==> src/rtl/core/jsu_pkg.sv <==
// Shared types and constants of the JSON string unescaper.
package jsu_pkg;

  // Parser phases of the front end.
  typedef enum logic [3:0] {
    PH_IDLE    = 4'd0,
    PH_STR     = 4'd1,
    PH_ESC     = 4'd2,
    PH_HEX1    = 4'd3,
    PH_PAIR_BS = 4'd4,
    PH_PAIR_U  = 4'd5,
    PH_HEX2    = 4'd6
  } phase_e;

  // Kinds of result item.
  typedef enum logic [1:0] {
    KIND_BYTE = 2'd0,
    KIND_OK   = 2'd1,
    KIND_FAIL = 2'd2
  } kind_e;

  // Segments of one request, emitted in this order.
  localparam int NumSeg = 5;
  localparam logic [2:0] SEG_A = 3'd0;  // first UTF-8 code point
  localparam logic [2:0] SEG_D = 3'd1;  // replayed hex digits
  localparam logic [2:0] SEG_B = 3'd2;  // second UTF-8 code point
  localparam logic [2:0] SEG_C = 3'd3;  // single content byte
  localparam logic [2:0] SEG_T = 3'd4;  // terminal status

  localparam int DigitDepth = 3;

  localparam logic [7:0] CH_QUOTE  = 8'h22;
  localparam logic [7:0] CH_BSLASH = 8'h5C;
  localparam logic [7:0] CH_N      = 8'h6E;
  localparam logic [7:0] CH_R      = 8'h72;
  localparam logic [7:0] CH_T      = 8'h74;
  localparam logic [7:0] CH_U      = 8'h75;
  localparam logic [7:0] CH_LF     = 8'h0A;
  localparam logic [7:0] CH_CR     = 8'h0D;
  localparam logic [7:0] CH_TAB    = 8'h09;

  localparam logic [15:0] HI_SUR_LO = 16'hD800;
  localparam logic [15:0] HI_SUR_HI = 16'hDBFF;
  localparam logic [15:0] LO_SUR_LO = 16'hDC00;
  localparam logic [15:0] LO_SUR_HI = 16'hDFFF;
  localparam logic [20:0] SUPP_BASE = 21'h10000;

  // One request: everything a single source byte asks the back end to emit.
  typedef struct packed {
    logic                       a_en;
    logic [20:0]                a_code;
    logic [1:0]                 d_cnt;
    logic [DigitDepth-1:0][7:0] d_bytes;
    logic                       b_en;
    logic [15:0]                b_code;
    logic                       c_en;
    logic [7:0]                 c_byte;
    logic                       t_en;
    kind_e                      t_kind;
  } cmd_t;

endpackage

==> src/rtl/core/jsu_front.sv <==
// Front end: parses source bytes and turns each into an emit request.
module jsu_front (
  input  logic             clk_i,
  input  logic             rst_ni,
  input  logic             accept_i,
  input  logic [7:0]       in_byte_i,
  input  logic             first_of_source_i,
  input  logic             last_of_source_i,
  output logic             push_o,
  output jsu_pkg::cmd_t    cmd_o
);

  jsu_pkg::phase_e phase_q, phase_d;
  logic [1:0]      cnt_q, cnt_d;
  logic [15:0]     acc_q, acc_d;
  logic [15:0]     held_q, held_d;
  logic [jsu_pkg::DigitDepth-1:0][7:0] la_q, la_d;

  // Returns {is_digit, value}.
  function automatic logic [4:0] hex_val(input logic [7:0] b);
    logic [4:0] r;
    r = 5'd0;
    if (b >= 8'h30 && b <= 8'h39) begin
      r = {1'b1, b[3:0]};
    end else if ((b >= 8'h61 && b <= 8'h66) || (b >= 8'h41 && b <= 8'h46)) begin
      r = {1'b1, b[3:0] + 4'd9};
    end
    return r;
  endfunction

  logic [4:0]  hv;
  logic [15:0] acc_new;
  logic        do_plain, do_esc;
  jsu_pkg::cmd_t cmd;

  assign hv      = hex_val(in_byte_i);
  assign acc_new = {acc_q[11:0], hv[3:0]};

  always_comb begin
    phase_d  = phase_q;
    cnt_d    = cnt_q;
    acc_d    = acc_q;
    held_d   = held_q;
    la_d     = la_q;
    cmd      = '0;
    do_plain = 1'b0;
    do_esc   = 1'b0;

    if (first_of_source_i) begin
      cnt_d  = 2'd0;
      acc_d  = 16'd0;
      held_d = 16'd0;
      if (in_byte_i == jsu_pkg::CH_QUOTE) begin
        phase_d = jsu_pkg::PH_STR;
      end else begin
        cmd.t_en   = 1'b1;
        cmd.t_kind = jsu_pkg::KIND_FAIL;
        phase_d    = jsu_pkg::PH_IDLE;
      end
    end else begin
      unique case (phase_q)
        jsu_pkg::PH_IDLE: begin
        end
        jsu_pkg::PH_STR: begin
          do_plain = 1'b1;
        end
        jsu_pkg::PH_ESC: begin
          do_esc = 1'b1;
        end
        jsu_pkg::PH_HEX1: begin
          if (!hv[4]) begin
            cmd.d_cnt = cnt_q;
            cnt_d     = 2'd0;
            do_plain  = 1'b1;
          end else begin
            acc_d = acc_new;
            if (cnt_q < 2'd3) begin
              la_d[cnt_q] = in_byte_i;
              cnt_d       = cnt_q + 2'd1;
            end else begin
              cnt_d = 2'd0;
              if (acc_new >= jsu_pkg::HI_SUR_LO && acc_new <= jsu_pkg::HI_SUR_HI) begin
                held_d  = acc_new;
                phase_d = jsu_pkg::PH_PAIR_BS;
              end else begin
                cmd.a_en   = 1'b1;
                cmd.a_code = {5'd0, acc_new};
                phase_d    = jsu_pkg::PH_STR;
              end
            end
          end
        end
        jsu_pkg::PH_PAIR_BS: begin
          if (in_byte_i == jsu_pkg::CH_BSLASH) begin
            phase_d = jsu_pkg::PH_PAIR_U;
          end else begin
            cmd.a_en   = 1'b1;
            cmd.a_code = {5'd0, held_q};
            do_plain   = 1'b1;
          end
        end
        jsu_pkg::PH_PAIR_U: begin
          if (in_byte_i == jsu_pkg::CH_U) begin
            phase_d = jsu_pkg::PH_HEX2;
            cnt_d   = 2'd0;
            acc_d   = 16'd0;
          end else begin
            cmd.a_en   = 1'b1;
            cmd.a_code = {5'd0, held_q};
            do_esc     = 1'b1;
          end
        end
        jsu_pkg::PH_HEX2: begin
          if (!hv[4]) begin
            cmd.a_en   = 1'b1;
            cmd.a_code = {5'd0, held_q};
            cmd.d_cnt  = cnt_q;
            cnt_d      = 2'd0;
            do_plain   = 1'b1;
          end else begin
            acc_d = acc_new;
            if (cnt_q < 2'd3) begin
              la_d[cnt_q] = in_byte_i;
              cnt_d       = cnt_q + 2'd1;
            end else begin
              cnt_d    = 2'd0;
              cmd.a_en = 1'b1;
              if (acc_new >= jsu_pkg::LO_SUR_LO && acc_new <= jsu_pkg::LO_SUR_HI) begin
                // Join the pair into one supplementary code point.
                cmd.a_code = jsu_pkg::SUPP_BASE + {1'b0, held_q[9:0], acc_new[9:0]};
                phase_d    = jsu_pkg::PH_STR;
              end else begin
                cmd.a_code = {5'd0, held_q};
                if (acc_new >= jsu_pkg::HI_SUR_LO && acc_new <= jsu_pkg::HI_SUR_HI) begin
                  held_d  = acc_new;
                  phase_d = jsu_pkg::PH_PAIR_BS;
                end else begin
                  cmd.b_en   = 1'b1;
                  cmd.b_code = acc_new;
                  phase_d    = jsu_pkg::PH_STR;
                end
              end
            end
          end
        end
        default: begin
          phase_d = jsu_pkg::PH_IDLE;
          cnt_d   = 2'd0;
        end
      endcase
    end

    if (do_esc) begin
      phase_d = jsu_pkg::PH_STR;
      unique case (in_byte_i)
        jsu_pkg::CH_N: begin
          cmd.c_en   = 1'b1;
          cmd.c_byte = jsu_pkg::CH_LF;
        end
        jsu_pkg::CH_R: begin
          cmd.c_en   = 1'b1;
          cmd.c_byte = jsu_pkg::CH_CR;
        end
        jsu_pkg::CH_T: begin
          cmd.c_en   = 1'b1;
          cmd.c_byte = jsu_pkg::CH_TAB;
        end
        jsu_pkg::CH_U: begin
          phase_d = jsu_pkg::PH_HEX1;
          cnt_d   = 2'd0;
          acc_d   = 16'd0;
        end
        default: begin
          cmd.c_en   = 1'b1;
          cmd.c_byte = in_byte_i;
        end
      endcase
    end

    if (do_plain) begin
      if (in_byte_i == jsu_pkg::CH_QUOTE) begin
        cmd.t_en   = 1'b1;
        cmd.t_kind = jsu_pkg::KIND_OK;
        phase_d    = jsu_pkg::PH_IDLE;
        cnt_d      = 2'd0;
      end else if (in_byte_i == jsu_pkg::CH_BSLASH) begin
        phase_d = jsu_pkg::PH_ESC;
      end else begin
        cmd.c_en   = 1'b1;
        cmd.c_byte = in_byte_i;
        phase_d    = jsu_pkg::PH_STR;
      end
    end

    // End of source while a string is still open: flush what is pending, then fail.
    if (last_of_source_i && phase_d != jsu_pkg::PH_IDLE) begin
      unique case (phase_d)
        jsu_pkg::PH_ESC: begin
          cmd.c_en   = 1'b1;
          cmd.c_byte = jsu_pkg::CH_BSLASH;
        end
        jsu_pkg::PH_HEX1: begin
          cmd.d_cnt = cnt_d;
        end
        jsu_pkg::PH_PAIR_BS: begin
          cmd.b_en   = 1'b1;
          cmd.b_code = held_d;
        end
        jsu_pkg::PH_PAIR_U: begin
          cmd.b_en   = 1'b1;
          cmd.b_code = held_d;
          cmd.c_en   = 1'b1;
          cmd.c_byte = jsu_pkg::CH_BSLASH;
        end
        jsu_pkg::PH_HEX2: begin
          cmd.a_en   = 1'b1;
          cmd.a_code = {5'd0, held_d};
          cmd.d_cnt  = cnt_d;
        end
        default: begin
        end
      endcase
      cmd.t_en   = 1'b1;
      cmd.t_kind = jsu_pkg::KIND_FAIL;
      phase_d    = jsu_pkg::PH_IDLE;
      cnt_d      = 2'd0;
    end

    cmd.d_bytes = la_d;
  end

  assign cmd_o  = cmd;
  assign push_o = accept_i &&
                  (cmd.a_en || (cmd.d_cnt != 2'd0) || cmd.b_en || cmd.c_en || cmd.t_en);

  always_ff @(posedge clk_i or negedge rst_ni) begin
    if (!rst_ni) begin
      phase_q <= jsu_pkg::PH_IDLE;
      cnt_q   <= 2'd0;
      acc_q   <= 16'd0;
      held_q  <= 16'd0;
    end else if (accept_i) begin
      phase_q <= phase_d;
      cnt_q   <= cnt_d;
      acc_q   <= acc_d;
      held_q  <= held_d;
    end
  end

  always_ff @(posedge clk_i) begin
    if (accept_i) begin
      la_q <= la_d;
    end
  end

endmodule

==> src/rtl/core/jsu_cmdq.sv <==
// Short request queue between the parser front end and the emit back end.
module jsu_cmdq #(
  parameter int Depth = 2
) (
  input  logic          clk_i,
  input  logic          rst_ni,
  input  logic          push_i,
  input  jsu_pkg::cmd_t push_data_i,
  output logic          full_o,
  input  logic          pop_i,
  output logic          nonempty_o,
  output jsu_pkg::cmd_t head_o
);

  localparam int PtrW = (Depth > 1) ? $clog2(Depth) : 1;
  localparam int CntW = $clog2(Depth + 1);

  jsu_pkg::cmd_t mem_q [Depth];
  logic [PtrW-1:0] wr_q, rd_q;
  logic [CntW-1:0] cnt_q;
  logic            wr_en, rd_en;

  assign full_o     = (cnt_q == CntW'(Depth));
  assign nonempty_o = (cnt_q != '0);
  assign head_o     = mem_q[rd_q];
  assign wr_en      = push_i && !full_o;
  assign rd_en      = pop_i && nonempty_o;

  always_ff @(posedge clk_i or negedge rst_ni) begin
    if (!rst_ni) begin
      wr_q  <= '0;
      rd_q  <= '0;
      cnt_q <= '0;
    end else begin
      if (wr_en) begin
        wr_q <= (wr_q == PtrW'(Depth - 1)) ? '0 : wr_q + PtrW'(1);
      end
      if (rd_en) begin
        rd_q <= (rd_q == PtrW'(Depth - 1)) ? '0 : rd_q + PtrW'(1);
      end
      if (wr_en && !rd_en) begin
        cnt_q <= cnt_q + CntW'(1);
      end else if (rd_en && !wr_en) begin
        cnt_q <= cnt_q - CntW'(1);
      end
    end
  end

  always_ff @(posedge clk_i) begin
    if (wr_en) begin
      mem_q[wr_q] <= push_data_i;
    end
  end

endmodule

==> src/rtl/core/jsu_back.sv <==
// Back end: walks the segments of each request and emits one result per cycle unless stalled.
module jsu_back (
  input  logic          clk_i,
  input  logic          rst_ni,
  input  logic          nonempty_i,
  input  jsu_pkg::cmd_t head_i,
  output logic          pop_o,
  output logic          out_valid_o,
  input  logic          out_stall_i,
  output logic [1:0]    out_kind_o,
  output logic [7:0]    out_byte_o,
  output logic          out_last_o
);

  function automatic logic [2:0] utf8_len(input logic [20:0] code);
    logic [2:0] l;
    if (code < 21'h80) begin
      l = 3'd1;
    end else if (code < 21'h800) begin
      l = 3'd2;
    end else if (code < 21'h10000) begin
      l = 3'd3;
    end else begin
      l = 3'd4;
    end
    return l;
  endfunction

  function automatic logic [7:0] utf8_byte(input logic [20:0] code, input logic [2:0] len,
                                           input logic [1:0] k);
    logic [7:0] r;
    r = {2'b10, code[5:0]};
    case (len)
      3'd1: r = {1'b0, code[6:0]};
      3'd2: begin
        if (k == 2'd0) r = {3'b110, code[10:6]};
      end
      3'd3: begin
        if (k == 2'd0) r = {4'b1110, code[15:12]};
        else if (k == 2'd1) r = {2'b10, code[11:6]};
      end
      default: begin
        if (k == 2'd0) r = {5'b11110, code[20:18]};
        else if (k == 2'd1) r = {2'b10, code[17:12]};
        else if (k == 2'd2) r = {2'b10, code[11:6]};
      end
    endcase
    return r;
  endfunction

  logic [2:0] seg_q, seg_d;
  logic [1:0] idx_q, idx_d;
  logic       out_valid_q;
  logic [1:0] out_kind_q;
  logic [7:0] out_byte_q;
  logic       out_last_q;

  logic [jsu_pkg::NumSeg-1:0] pres;
  logic [2:0] len [jsu_pkg::NumSeg];
  logic [2:0] cur, cur_len;
  logic       found, more, seg_end, adv;
  logic [1:0] kind;
  logic [7:0] bval;
  logic [2:0] len_a, len_b;

  assign len_a = utf8_len(head_i.a_code);
  assign len_b = utf8_len({5'd0, head_i.b_code});

  always_comb begin
    pres[jsu_pkg::SEG_A] = head_i.a_en;
    pres[jsu_pkg::SEG_D] = (head_i.d_cnt != 2'd0);
    pres[jsu_pkg::SEG_B] = head_i.b_en;
    pres[jsu_pkg::SEG_C] = head_i.c_en;
    pres[jsu_pkg::SEG_T] = head_i.t_en;
    len[jsu_pkg::SEG_A]  = len_a;
    len[jsu_pkg::SEG_D]  = {1'b0, head_i.d_cnt};
    len[jsu_pkg::SEG_B]  = len_b;
    len[jsu_pkg::SEG_C]  = 3'd1;
    len[jsu_pkg::SEG_T]  = 3'd1;
  end

  // Current segment is the first present one at or after the segment pointer.
  always_comb begin
    cur   = jsu_pkg::SEG_T;
    found = 1'b0;
    more  = 1'b0;
    for (int s = 0; s < jsu_pkg::NumSeg; s++) begin
      if (!found && pres[s] && (3'(s) >= seg_q)) begin
        cur   = 3'(s);
        found = 1'b1;
      end else if (found && pres[s]) begin
        more = 1'b1;
      end
    end
  end

  assign cur_len = len[cur];
  assign seg_end = ({1'b0, idx_q} == (cur_len - 3'd1));
  assign adv     = nonempty_i && (!out_valid_q || !out_stall_i);
  assign pop_o   = adv && seg_end && !more;

  always_comb begin
    kind = jsu_pkg::KIND_BYTE;
    bval = 8'd0;
    case (cur)
      jsu_pkg::SEG_A: bval = utf8_byte(head_i.a_code, len_a, idx_q);
      jsu_pkg::SEG_D: bval = head_i.d_bytes[idx_q];
      jsu_pkg::SEG_B: bval = utf8_byte({5'd0, head_i.b_code}, len_b, idx_q);
      jsu_pkg::SEG_C: bval = head_i.c_byte;
      default:        kind = head_i.t_kind;
    endcase
  end

  always_comb begin
    seg_d = seg_q;
    idx_d = idx_q;
    if (adv) begin
      if (pop_o) begin
        seg_d = jsu_pkg::SEG_A;
        idx_d = 2'd0;
      end else if (seg_end) begin
        seg_d = cur + 3'd1;
        idx_d = 2'd0;
      end else begin
        seg_d = cur;
        idx_d = idx_q + 2'd1;
      end
    end
  end

  always_ff @(posedge clk_i or negedge rst_ni) begin
    if (!rst_ni) begin
      seg_q       <= jsu_pkg::SEG_A;
      idx_q       <= 2'd0;
      out_valid_q <= 1'b0;
    end else begin
      seg_q <= seg_d;
      idx_q <= idx_d;
      if (adv) begin
        out_valid_q <= 1'b1;
      end else if (!out_stall_i) begin
        out_valid_q <= 1'b0;
      end
    end
  end

  always_ff @(posedge clk_i) begin
    if (adv) begin
      out_kind_q <= kind;
      out_byte_q <= bval;
      out_last_q <= seg_end && !more;
    end
  end

  assign out_valid_o = out_valid_q;
  assign out_kind_o  = out_kind_q;
  assign out_byte_o  = out_byte_q;
  assign out_last_o  = out_last_q;

endmodule

==> src/rtl/core/json_string_unescape_utf8_top.sv <==
// Top level of the JSON string unescaper with UTF-8 output.
// A byte's first result passes the request queue and then the output register of the back end.
// One source byte per cycle when not stalled; a byte's results then each hold the emit stage.
// The parser stalls the source only when the request queue between the two halves is full.
// Reset: rst_ni is asynchronous, active low; it empties the queue and idles the parser.
module json_string_unescape_utf8_top #(
  parameter int QueueDepth = 2
) (
  input  logic       clk_i,
  input  logic       rst_ni,
  input  logic       in_valid_i,
  output logic       in_stall_o,
  input  logic [7:0] in_byte_i,
  input  logic       first_of_source_i,
  input  logic       last_of_source_i,
  output logic       out_valid_o,
  input  logic       out_stall_i,
  output logic [1:0] out_kind_o,
  output logic [7:0] out_byte_o,
  output logic       out_last_o
);

  // The front end decides, per source byte, the whole request: up to two code points
  // to encode, replayed hex digits, one content byte and a closing status.
  logic          accept;
  logic          push, full, pop, nonempty;
  jsu_pkg::cmd_t cmd, head;

  // A request is accepted whenever the queue has room, so plain text flows at one
  // byte per cycle until the queue fills while the back end drains multi-byte escapes.
  assign in_stall_o = full;
  assign accept     = in_valid_i && !full;

  jsu_front u_front (
    .clk_i             (clk_i),
    .rst_ni            (rst_ni),
    .accept_i          (accept),
    .in_byte_i         (in_byte_i),
    .first_of_source_i (first_of_source_i),
    .last_of_source_i  (last_of_source_i),
    .push_o            (push),
    .cmd_o             (cmd)
  );

  // Bytes that cause no result (idle bytes, gathered hex digits) push nothing.
  jsu_cmdq #(
    .Depth (QueueDepth)
  ) u_cmdq (
    .clk_i       (clk_i),
    .rst_ni      (rst_ni),
    .push_i      (push),
    .push_data_i (cmd),
    .full_o      (full),
    .pop_i       (pop),
    .nonempty_o  (nonempty),
    .head_o      (head)
  );

  // The back end emits one result per cycle, unless its output is stalled, into its output
  // register and retires the request with its last result.
  jsu_back u_back (
    .clk_i       (clk_i),
    .rst_ni      (rst_ni),
    .nonempty_i  (nonempty),
    .head_i      (head),
    .pop_o       (pop),
    .out_valid_o (out_valid_o),
    .out_stall_i (out_stall_i),
    .out_kind_o  (out_kind_o),
    .out_byte_o  (out_byte_o),
    .out_last_o  (out_last_o)
  );

endmodule

==> config.mk <==
export PLATFORM = sky130hd
export DESIGN_NAME = json_string_unescape_utf8_top
export DESIGN_NICKNAME = d
export VERILOG_FILES = /design/src/rtl/core/jsu_pkg.sv /design/src/rtl/core/jsu_front.sv /design/src/rtl/core/jsu_cmdq.sv /design/src/rtl/core/jsu_back.sv /design/src/rtl/core/json_string_unescape_utf8_top.sv
export SDC_FILE = /design/constraint.sdc
export NUM_CORES = 1
export LEC_CHECK = 0
export BUFFER_PORTS_ARGS = -buffer_cell sky130_fd_sc_hd__buf_2
export CORE_MARGIN = 1
export CORE_UTILIZATION = 30
export CTS_BUF_LIST = sky130_fd_sc_hd__clkbuf_8
export CTS_CLUSTER_DIAMETER = 150
export DETAILED_ROUTE_END_ITERATION = 6
export GPL_TIMING_DRIVEN = 0
export PLACE_DENSITY_LB_ADDON = 0.3
export SLEW_MARGIN = 20
export SYNTH_ARGS = -nofsm -noshare
export SYNTH_HDL_FRONTEND = slang
export SYNTH_SLANG_ARGS = --single-unit
==> constraint.sdc <==
create_clock -name clk_i -period 13.8 [get_ports clk_i]
set_input_delay 2.76 -clock clk_i [delete_from_list [all_inputs] [get_ports clk_i]]
set_output_delay 2.76 -clock clk_i [all_outputs]
set_load 0.005 [all_outputs]
==> results.md <==
- Distinct cells, synth: 86
- Slew Limit Fails: 0
- Cell area after synthesis: between 10000 and 15000 sq um
- Final nets: 1098
- Number of buffers created by CTS: 40
- Async S/R FF share, synth: about a fifth
- Synthesis-to-layout area growth: 14.10%
- Drt pass-1 iters: 5
- Synth top area share: between 40% and 50%
- Clock Pin Slew Worst Setup and Hold Paths: approximately 60 ps
- Tcrit/Tclk final: 47.09%
- Met1 Usage GRT: approximately 23%
- Sw Share: between 30% and 40%
- Pwr Density: between 150 and 200 nW/um^2
- Number of global-route vias before repair: ~8400
- Final TNS setup: 0 ps
- Row cnt: 73
- Routability Congestion: 0.8897
- Drt wl/cell: about 21 microns
- CP required: between 10000 and 15000 ps
- YS warnings: 0
- CP Launch Type: primary input
- Number of vias per cell: between 5 and 6
- Initial antenna violation count: 0
- Initial drt markers: 721
- Core Box Area: around 40000 sq um
- Main area contributors after synthesis: edfxtp_1 47%, dfrtp_1 9.1%, mux2_2 3.8%
- Global-route wire length before repair: 51940 microns
- Seq cells post-synth: roughly 230
- Post CTS Setup Buffer Count: 0
- Combinational power share: between 30% and 40%
- Worst-Margin Slew: roughly 1100 ps
- Met3 GRT Util: under 10%
- Count of final hold-check violations: 0
- Die Height: slightly above 200 microns
- Hold-fix buffers at CTS: 0
- Fmax: roughly 150 MHz
- Setup CP Type: primary input to register
- Port bufs: 25
- Clk Latency, worst-skew pair: between 500 and 600 ps
- Cells after Synth: approximately 990
- Rel. slew slack: between 20% and 30%
- Die area: 41010 sq um
- Post-Syn Area per Cell: 12.16 sq um
- Leak Pwr: ~4.9 nW
- Synth area leader: edfxtp_1
- Cells along the critical path: buf_2 > inv_1 > ha_1 > o21bai_1 > a211oi_4 > o21ai_2 > a2111oi_2 > a2111oi_4 > o31ai_4 > a31oi_4 > nor2b_4 > buf_16 > buf_16 > buf_16
- WL final: 33570 microns
- CP Max Fanout: 18
- Cell repeated most along the worst path: buf_16
- Crit-path slowest cell: a2111oi_4
- Hpwl dp: between 20000 and 25000 microns
- VDD IR-drop max: roughly 0.07 mV
- R2R setup slack: approximately 9000 ps
- Worst setup EP type: register
- CTS Buffer Depth: 3
- Vias: 8569
- Top Usage Layer GRT: met2
- CTS tree: done
- Clk root buf: clkbuf_8
- Starting Density: between 30% and 40%
- Min-delay worst type: register to register
- Cts repair resizes: 0
- Grt met2 use: ~26%
- Clock network power share: 23.6%
- Skew final: 21.67 ps
- Post-synth top flop: edfxtp_1
- Final setup violation count: 0
- Seq/Total Area, Yosys: 56.18%
- Num ports: 27
- Crit path DAT: 6750 ps
- Min Tclk post-route: 6499 ps
- Worst path max stage delay: about 770 ps
- CTS Sinks: ~230
- Largest net degree at the start of global routing: 45
- Fillers: a little under 4000
- Switch Pwr: roughly 0.91 mW
- Unrepaired setup endpoints after global routing: no
- Residual DRC: 0
- Final ANT Viol Nets: 0
- Status: finished, final reports clean
- Die Wd: approximately 200 microns
- Total Routing Usage GR: between 15 and 20%
- Syn nets: between 1000 and 1500
- EDFF count, synth: ~190
- Internal: 1.624 mW
- Sequential Power Share: 39.1%
- Ant diodes: 0
- Number of max-cap violations: 0
- Total power: 2.531 mW
- Share of cells above drive strength 1: 17.70%
- H-tree depth: 2
- Total grt overflow: 0
[kinds of logic after synthesis]
| kind of cell | after synthesis | synth area share [%] |
|---|---|---|
| flip-flops | 233 | 56.18 |
| AND/OR/NAND/NOR | 298 | 12.63 |
| adder cells (fa/ha/maj) | 20 | 2.075 |
| XOR/XNOR | 13 | 0.9440 |
| buffers and inverters | 73 | 2.604 |
| AO/OA/AOI/OAI | 251 | 14.81 |
| multiplexers | 104 | 10.75 |
[layout make-up]
cell class	count	area [sq um]	area share, %
Buffer	53	239.0	1.737
Clock buffer	45	619.3	4.500
Clock inverter	29	147.6	1.073
Inverter	20	76.32	0.5546
Multi-Input combinational cell	686	4981	36.19
Sequential cell	233	6777	49.24
Tap cell	525	656.9	4.773
Timing Repair Buffer	30	265.3	1.927
[synthesized netlist by cell type (all sizes together), types with 7 or more instances]
master   instances
edfxtp         189
nand2          118
o21ai           80
mux2i           47
dfrtp           44
mux2            41
nor2            41
a22o            35
clkbuf          32
a21oi           28
nor3            25
buf             21
ha              20
nand3           20
nor4            19
inv             18
mux4            16
a211oi          15
and2            15
or2             15
a22oi           10
nand2b           8
nor2b            8
a21o             7
a31oi            7
o2bb2ai          7
xnor2            7
[cells in the final DEF, fill, tap and decap left out, types with 38 or more instances in the layout]
cell / Yosys / routed
mux2i_1: 46 / 46
clkbuf_8: 0 / 45
nor2_1: 41 / 41
nand2_1: 117 / 117
inv_1: 18 / 41
buf_2: 14 / 38
o21ai_0: 59 / 59
dfrtp_1: 44 / 44
edfxtp_1: 189 / 189
mux2_2: 41 / 41
[sequential cells by signal, summed over array words and instances, names as in the netlist]
| register | count |
|---|---|
| u_back.out_last_o | 1 |
| u_cmdq.rd_q | 1 |
| u_cmdq.mem_q | 154 |
| u_front.la_q | 24 |
| u_cmdq.cnt_q | 2 |
| u_front.held_q | 16 |
| u_back.seg_q | 3 |
| u_back.out_byte_o | 8 |
| u_back.out_valid_o | 1 |
| u_cmdq.wr_q | 1 |
| u_front.phase_q | 4 |
| u_front.cnt_q | 2 |
| u_front.acc_q | 12 |
| u_back.out_kind_o | 2 |
| u_back.idx_q | 2 |
[path summary, 6_finish.rpt]
check	startpoint	endpoint	cells past startpoint
min in group asynchronous	rst_ni	u_front.held_q[6]	1
hold / removal	u_back.out_valid_o	u_back.out_valid_o	2
max in group asynchronous	rst_ni	u_back.idx_q[1]	1
setup / recovery	in_byte_i[1]	u_cmdq.mem_q[0][4]	14
hold reg to reg	u_back.out_valid_o	u_back.out_valid_o	2
setup reg to reg	u_cmdq.rd_q	u_cmdq.cnt_q[1]	18
[worst max-delay path: cells and delay by family]
| kind | cells | cell delay [ps] |
|---|---|---|
| AND/OR/NAND/NOR | 1 | 560 |
| AO/OA/AOI/OAI | 7 | 2200 |
| buffers and inverters | 5 | 920 |
| adder cells (fa/ha/maj) | 1 | 290 |
[routing by layer]
| metal | wire (microns) | up-vias |
|---|---|---|
| met3 | 1813 | 55 |
| met2 | 15140 | 233 |
| met1 | 15680 | 4298 |
| met4 | 941 | 0 |
| li1 | - | 3983 |
| met5 | 0 | - |
[stage by stage]
step	cells	hold slack, ps	worst slack, ps	utilization [%]	area [sq um]
floorplan	992	455.5	5046	-	12060
global placement	1542	470.0	1920	32.33	12840
detailed placement	1547	470.5	6765	32.70	12990
CTS	1621	482.4	7331	34.63	13760
global route	1621	499.2	7047	34.64	13760
finish	1621	475.1	7301	34.64	13760
[power by group through the flow]
stage                     Combinational [mW]  Clock [mW]  Sequential, mW
after global placement                 0.914           0            1.02
after detailed placement               0.945           0            1.00
final                                  0.945       0.596           0.989
after CTS                              0.948       0.617           0.989
after floorplan                        0.639           0           0.999
after global routing                    1.03       0.646            1.00
Power figures use the tool's default switching activity.
